[config.mk]
export PLATFORM = sky130hd
export DESIGN_NAME = qrs_fifo
export DESIGN_NICKNAME = d
export VERILOG_FILES = /design/src/hdl/qrs_pkg.sv /design/src/hdl/qrs_fifo.sv
export SDC_FILE = /design/constraint.sdc
export NUM_CORES = 1
export LEC_CHECK = 0
export ABC_AREA = 1
export BUFFER_PORTS_ARGS = -buffer_cell sky130_fd_sc_hd__buf_2
export CORE_AREA = 4 4 261 327
export CTS_BUF_LIST = sky130_fd_sc_hd__clkbuf_8
export DETAILED_ROUTE_END_ITERATION = 12
export DIE_AREA = 0 0 265 331
export HOLD_SLACK_MARGIN = 0.02
export SLEW_MARGIN = 20
export SYNTH_ARGS = -nofsm -noshare
export SYNTH_HDL_FRONTEND = slang
export SYNTH_SLANG_ARGS = --single-unit
[constraint.sdc]
create_clock -name aclk -period 3.9 [get_ports aclk]
set_clock_uncertainty 0.05 [all_clocks]
set_input_delay 0.39 -clock aclk [delete_from_list [all_inputs] [get_ports aclk]]
set_output_delay 0.39 -clock aclk [all_outputs]
set_load 0.02 [all_outputs]
[src/hdl/qrs_pkg.sv]
`default_nettype none

package qrs_pkg;

    localparam int COEF_W    = 32;
    localparam int ROOT_W    = 32;
    localparam int TOL_W     = 16;
    localparam int CFG_IDX_W = 8;
    localparam int FRAC_W    = 16;
    localparam int RAD_W     = 64;
    localparam int SQ_STAGES = RAD_W / 2;
    localparam int DIV_N_W   = 34;
    localparam int DIV_Q_W   = DIV_N_W + FRAC_W;

    localparam logic [CFG_IDX_W-1:0] REG_TOLERANCE  = 8'd0;
    localparam logic [CFG_IDX_W-1:0] REG_ORDER_MODE = 8'd1;

    typedef enum logic [2:0] {
        KIND_NONE,
        KIND_LINEAR,
        KIND_ZEROC,
        KIND_ZEROB,
        KIND_REPEAT,
        KIND_TWO
    } kind_t;

    typedef enum logic [1:0] {
        ST_TWO    = 2'd0,
        ST_SINGLE = 2'd1,
        ST_NONE   = 2'd2
    } status_t;

    typedef struct packed {
        logic signed [COEF_W-1:0] a;
        logic signed [COEF_W-1:0] b;
        logic signed [COEF_W-1:0] c;
        kind_t                    kind;
        logic [RAD_W-1:0]         rad;
    } item_t;

endpackage

`default_nettype wire

[src/hdl/qrs_fifo.sv]
`default_nettype none

module qrs_fifo #(
    parameter int DEPTH = 4
) (
    input  wire logic      aclk,
    input  wire logic      aresetn,
    input  wire logic      push,
    input  qrs_pkg::item_t push_item,
    output logic           full,
    input  wire logic      pop,
    output logic           empty,
    output qrs_pkg::item_t head_item
);
    import qrs_pkg::*;

    localparam int PTR_W = (DEPTH > 1) ? $clog2(DEPTH) : 1;
    localparam int CNT_W = $clog2(DEPTH + 1);

    item_t            mem_reg [DEPTH];
    logic [PTR_W-1:0] wr_ptr_reg, rd_ptr_reg;
    logic [CNT_W-1:0] cnt_reg;

    assign full      = cnt_reg == CNT_W'(DEPTH);
    assign empty     = cnt_reg == '0;
    assign head_item = mem_reg[rd_ptr_reg];

    always_ff @(posedge aclk) begin
        if (push) begin
            mem_reg[wr_ptr_reg] <= push_item;
        end
    end

    always_ff @(posedge aclk) begin
        if (!aresetn) begin
            wr_ptr_reg <= '0;
            rd_ptr_reg <= '0;
            cnt_reg    <= '0;
        end else begin
            if (push) begin
                wr_ptr_reg <= (wr_ptr_reg == PTR_W'(DEPTH - 1)) ? '0 : wr_ptr_reg + 1'b1;
            end
            if (pop) begin
                rd_ptr_reg <= (rd_ptr_reg == PTR_W'(DEPTH - 1)) ? '0 : rd_ptr_reg + 1'b1;
            end
            unique case ({push, pop})
                2'b10:   cnt_reg <= cnt_reg + 1'b1;
                2'b01:   cnt_reg <= cnt_reg - 1'b1;
                default: cnt_reg <= cnt_reg;
            endcase
        end
    end

endmodule

`default_nettype wire

Word level (Yosys, flattened, before mapping)

Memories as Yosys holds them, arrays and structs flattened. A register that Yosys moved wholly into a read port is not among the register bits.
Cells that the tools add are included.

Word-level logic and storage cells: 22
Flip-flop bits (word level): 7
Memories: 1
RAM bits: 652

Memory list:

| name    | words | bits a word | read ports | clocked after memory_dff | write ports | RTL line       | source |
|---|---|---|---|---|---|---|---|
| mem_reg | 4     | 163         | 1          | 1                        | 1           | qrs_fifo.sv:20 | `item_t mem_reg [DEPTH];` |

Add/sub/neg operators: 4
Eq/ne operators: 5
Mux-type cells: 7
Reduce and logical (&&, ||, !) cells: 2

Operator list:

| kind                                              | number |
|---|---|
| two-way mux 2 bit                                 | 4 |
| == test 2 bit (second input constant)             | 3 |
| case mux 3 bit (2 select lines)                   | 1 |
| adder 2 x 1 -> 2 bit (second input constant)      | 2 |
| adder 3 x 1 -> 3 bit (second input constant)      | 1 |
| == test 3 bit (second input constant)             | 1 |
| logical NOT 3 bit                                 | 1 |
| subtractor 3 x 1 -> 3 bit (second input constant) | 1 |
| == test 2 x 1 -> 1 bit (second input constant)    | 1 |
| two-way mux 1 bit                                 | 2 |
| nonzero test 2 bit                                | 1 |

Depth between registers and ports, before layout

Depth in word-level cells: 4
Depth in mapped cells: 10
Mapped depth without buffers: 10

Worst setup path after synthesis

No wires, ideal clock.

Kind: register -> register
Start point: register wr_ptr_reg[0]
End point: memory mem_reg[3][0] (netlist bit), enable pin
Arrival time: 3725 ps
Cell stages (with the launch flop): 4
Clock period less this slack: 4291 ps
Required time: 3335 ps
Path buffers: 0
Path slack: -391 ps
Cell sequence: dfxtp_1 -> ha_1 -> nand2_1 -> inv_1

RTL lines:

| item                   | RTL line       | source |
|---|---|---|
| start, declared        | qrs_fifo.sv:21 | `logic [PTR_W-1:0] wr_ptr_reg, rd_ptr_reg;` |
| start signal, assigned | qrs_fifo.sv:41 | `wr_ptr_reg <= (wr_ptr_reg == PTR_W'(DEPTH - 1)) ? '0 : wr_ptr_reg + 1'b1;` |
| end, declared          | qrs_fifo.sv:20 |  |

Straight into the memory's write port.

==> impl_metrics.py <==
metrics = {
    "sta": {
        "post-route-min-period_ns": 2.99,
        "finalSetupTns_ns": 0,
        "relSlewSlack_pct": 31.1,
        "finalMaxSlewViolations": 0,
        "worst_slack_ns": 0.906,
        "tightest_slew_ns": 1.03,
        "max_freq_ghz": 0.334,
        "report.final.hold_viol_count": 0,
        "rsz0062_at_grt": "no",
        "finalSetupViolations": 0,
        "fin_crit_sh_pct": 76.8,
    },
    "worst_setup_path": {
        "critical_path_required_ns": 3.46,
        "arrival_ns": 2.55,
        "rrSetupSlack_ns": 1.48,
        "crit_path_start_kind": "flop",
        "r2r-start": "wr_ptr_reg[0]",
        "critPathKind": "flop to output pin",
        "r2r-end": "mem_reg[3][71]",
        "slowest_stage": "buf_4",
        "cp-end-kind": "output pin",
        "slowest_delay_ns": 0.45,
        "reg2reg_depth": 4,
        "crit_fanout": 93,
        "crit_chain": "inv_8, buf_4, o21ai_0, o22ai_1, buf_2",
    },
    "yosys": {
        "syn_nets": 1810,
        "synth_top_cell_by_area": "edfxtp_1",
        "avgSynthCellArea_um2": 14.9,
        "synth_area_mm2": 0.0244,
        "synth_top_flop_cell": "edfxtp_1",
        "ys_seq_area_share_pct": 80.9,
        "async_flop_share_pct": 0,
        "synth_edf_count": 652,
        "synth-seq-cells": 661,
        "netlist_instances": 1636,
        "synth_warnings": 0,
        "yosys-top-cells-count": "652 x edfxtp_1, 331 x nor2_1, 330 x o21ai_0, 163 x o22ai_1, 69 x clkbuf_1",
        "synth_top_area_share_pct": 80.1,
        "synth_cell_type_count": 19,
        "synth_most_common_cell": "edfxtp_1",
        "ys_top_cells_by_area": "edfxtp_1 80%, o21ai_0 6.8%, nor2_1 5.1%",
    },
    "cts": {
        "numCtsBuffers": 101,
        "cts_root_buf": "clkbuf_8",
        "clock-sinks": 661,
        "postCtsSetupRepairBufs": 0,
        "cts_hold_buf": 168,
        "cts_resized": 0,
        "path_clk_slew_ns": 0.07,
        "cts_buffer_depth": 3,
        "cts_tree": "yes",
        "htree_levels": 3,
        "clk-insertion-delay-late_ns": 0.68,
    },
    "outcome": {
        "status": "finished clean",
    },
    "layout": {
        "area_growth_pct": 26.8,
        "num-nets-final": 2336,
        "drive_gt1_share_pct": 22.0,
        "largest_register_ffs": 652,
    },
    "power": {
        "p_leak_nw": 10.8,
        "cellPowerDensity_mw_per_mm2": 499,
        "vdd_drop_max_mv": 0.408,
    },
    "floorplan": {
        "start_util_pct": 29.7,
        "die_h_um": 331,
        "design.core.area_mm2": 0.0824,
        "dieArea_mm2": 0.0877,
        "io_pins": 332,
        "fp-row-count": 118,
        "die_x_um": 265,
    },
    "detailed_routing": {
        "first_pass_iters": 5,
        "viasPerCell": 4.76,
        "wirelength_mm": 62.0,
        "final_antenna_net_count": 0,
        "wl_per_cell_um": 18.7,
        "vias": 15800,
        "drtIter0Drc": 1261,
        "post-route-drc-count": 0,
    },
    "global_routing": {
        "grt.overflow.total": 0,
        "grt_first_pass_wirelength_mm": 93.1,
        "grt_max_degree": 167,
        "grtUsageTotal_pct": 13.6,
        "grt_pass1_vias": 16300,
        "antenna_found_initial": 6,
    },
    "place": {
        "dpl.hpwl_mm": 35.2,
        "portBuffers": 331,
        "pre_cts_ws_ns": 1.34,
        "gp_congestion": 0.784,
    },
    "hold_path": {
        "hold_class": "input port to flop",
        "hp-start": "push_item[139]",
        "min_to": "mem_reg[2][139]",
        "hold_depth": 2,
    },
    "run": {
        "drv_cap": 0,
    },
}
[per-stage QoR]
step,utilization [%],cell area (µm²),power [mW],instances,hold slack [ns]
global placement,33.3,27400,10.0,2971,0.472
floorplan,-,24400,9.35,1636,0.439
global route,37.6,31000,16.1,3321,0.327
CTS,37.6,31000,15.7,3317,0.299
finish,37.6,31000,15.4,3322,0.394
detailed placement,33.3,27400,10.1,2971,0.479
[cell type report]
cell class	instances	area, µm²
multi-input cells	850	4100
well taps	1080	1350
flip-flops and latches	661	19800
fillers	7746	51400
diodes	5	12.5
clock inverters	76	483
inverters	18	92.6
clock buffers	102	1400
repair buffers	530	3770
[cells in the final DEF, fill, tap and decap left out, types with 4 or more instances in the layout]
| master | n |
|---|---|
| dfxtp_1 | 7 |
| clkbuf_8 | 102 |
| clkinvlp_4 | 8 |
| ha_1 | 6 |
| nor3_1 | 4 |
| nand2_1 | 8 |
| inv_1 | 38 |
| clkinv_1 | 29 |
| dlygate4sd3_1 | 168 |
| buf_12 | 16 |
| o21ai_0 | 330 |
| nor2_1 | 331 |
| diode_2 | 5 |
| bufinv_16 | 5 |
| o22ai_1 | 163 |
| buf_4 | 15 |
| buf_2 | 331 |
| clkinv_2 | 7 |
| a21oi_1 | 5 |
| edfxtp_1 | 652 |
[critical path: cells and delay by family (launching register included)]
kind / cells / cell delay [ns]
flops: 1 / 0.38
compound gates: 2 / 0.37
buf+inv: 3 / 1.11
[power by group]
group / internal, mW / total [mW] / switching, mW
clock: 2.77 / 5.38 / 2.61
sequential: 8.13 / 8.19 / 0.0649
combinational: 0.597 / 1.88 / 1.28
total: 11.5 / 15.4 / 3.95
[metal layers]
layer	wire length (µm)	share of wire (%)	up-vias	global-route usage, %
met3	3760	6.1	107	2.83
met1	25100	40	7929	16.3
met5	0	0	-	0
met4	1610	2.6	0	4.96
met2	31500	51	523	24.1
li1	-	-	7263	-
[cells by family after synthesis]
kind of cell             after synthesis  share of synthesized area [%]
adder cells (fa/ha/maj)                7                          0.389
flip-flops                           661                           80.9
AND/OR/NAND/NOR                      345                           5.34
buffers and inverters                125                           2.38
AO/OA/AOI/OAI                        498                           11.0
[worst max-delay path by stage]
stage | endpoint | slack, ns | depth (start not counted) | startpoint
4_1_cts | head_item[13] | 0.75 | 5 | flop
6_report | head_item[3] | 0.91 | 5 | flop
3_3_place_gp | mem_reg[3][146] | 1.36 | 4 | wr_ptr_reg[0]
3_5_place_dp | mem_reg[3][146] | 1.34 | 4 | wr_ptr_reg[0]
5_1_grt | head_item[13] | 0.66 | 5 | flop
2_1_floorplan | mem_reg[0][0] | 0.32 | 4 | wr_ptr_reg[0]
Note: power is estimated with default switching activity, not from simulation.
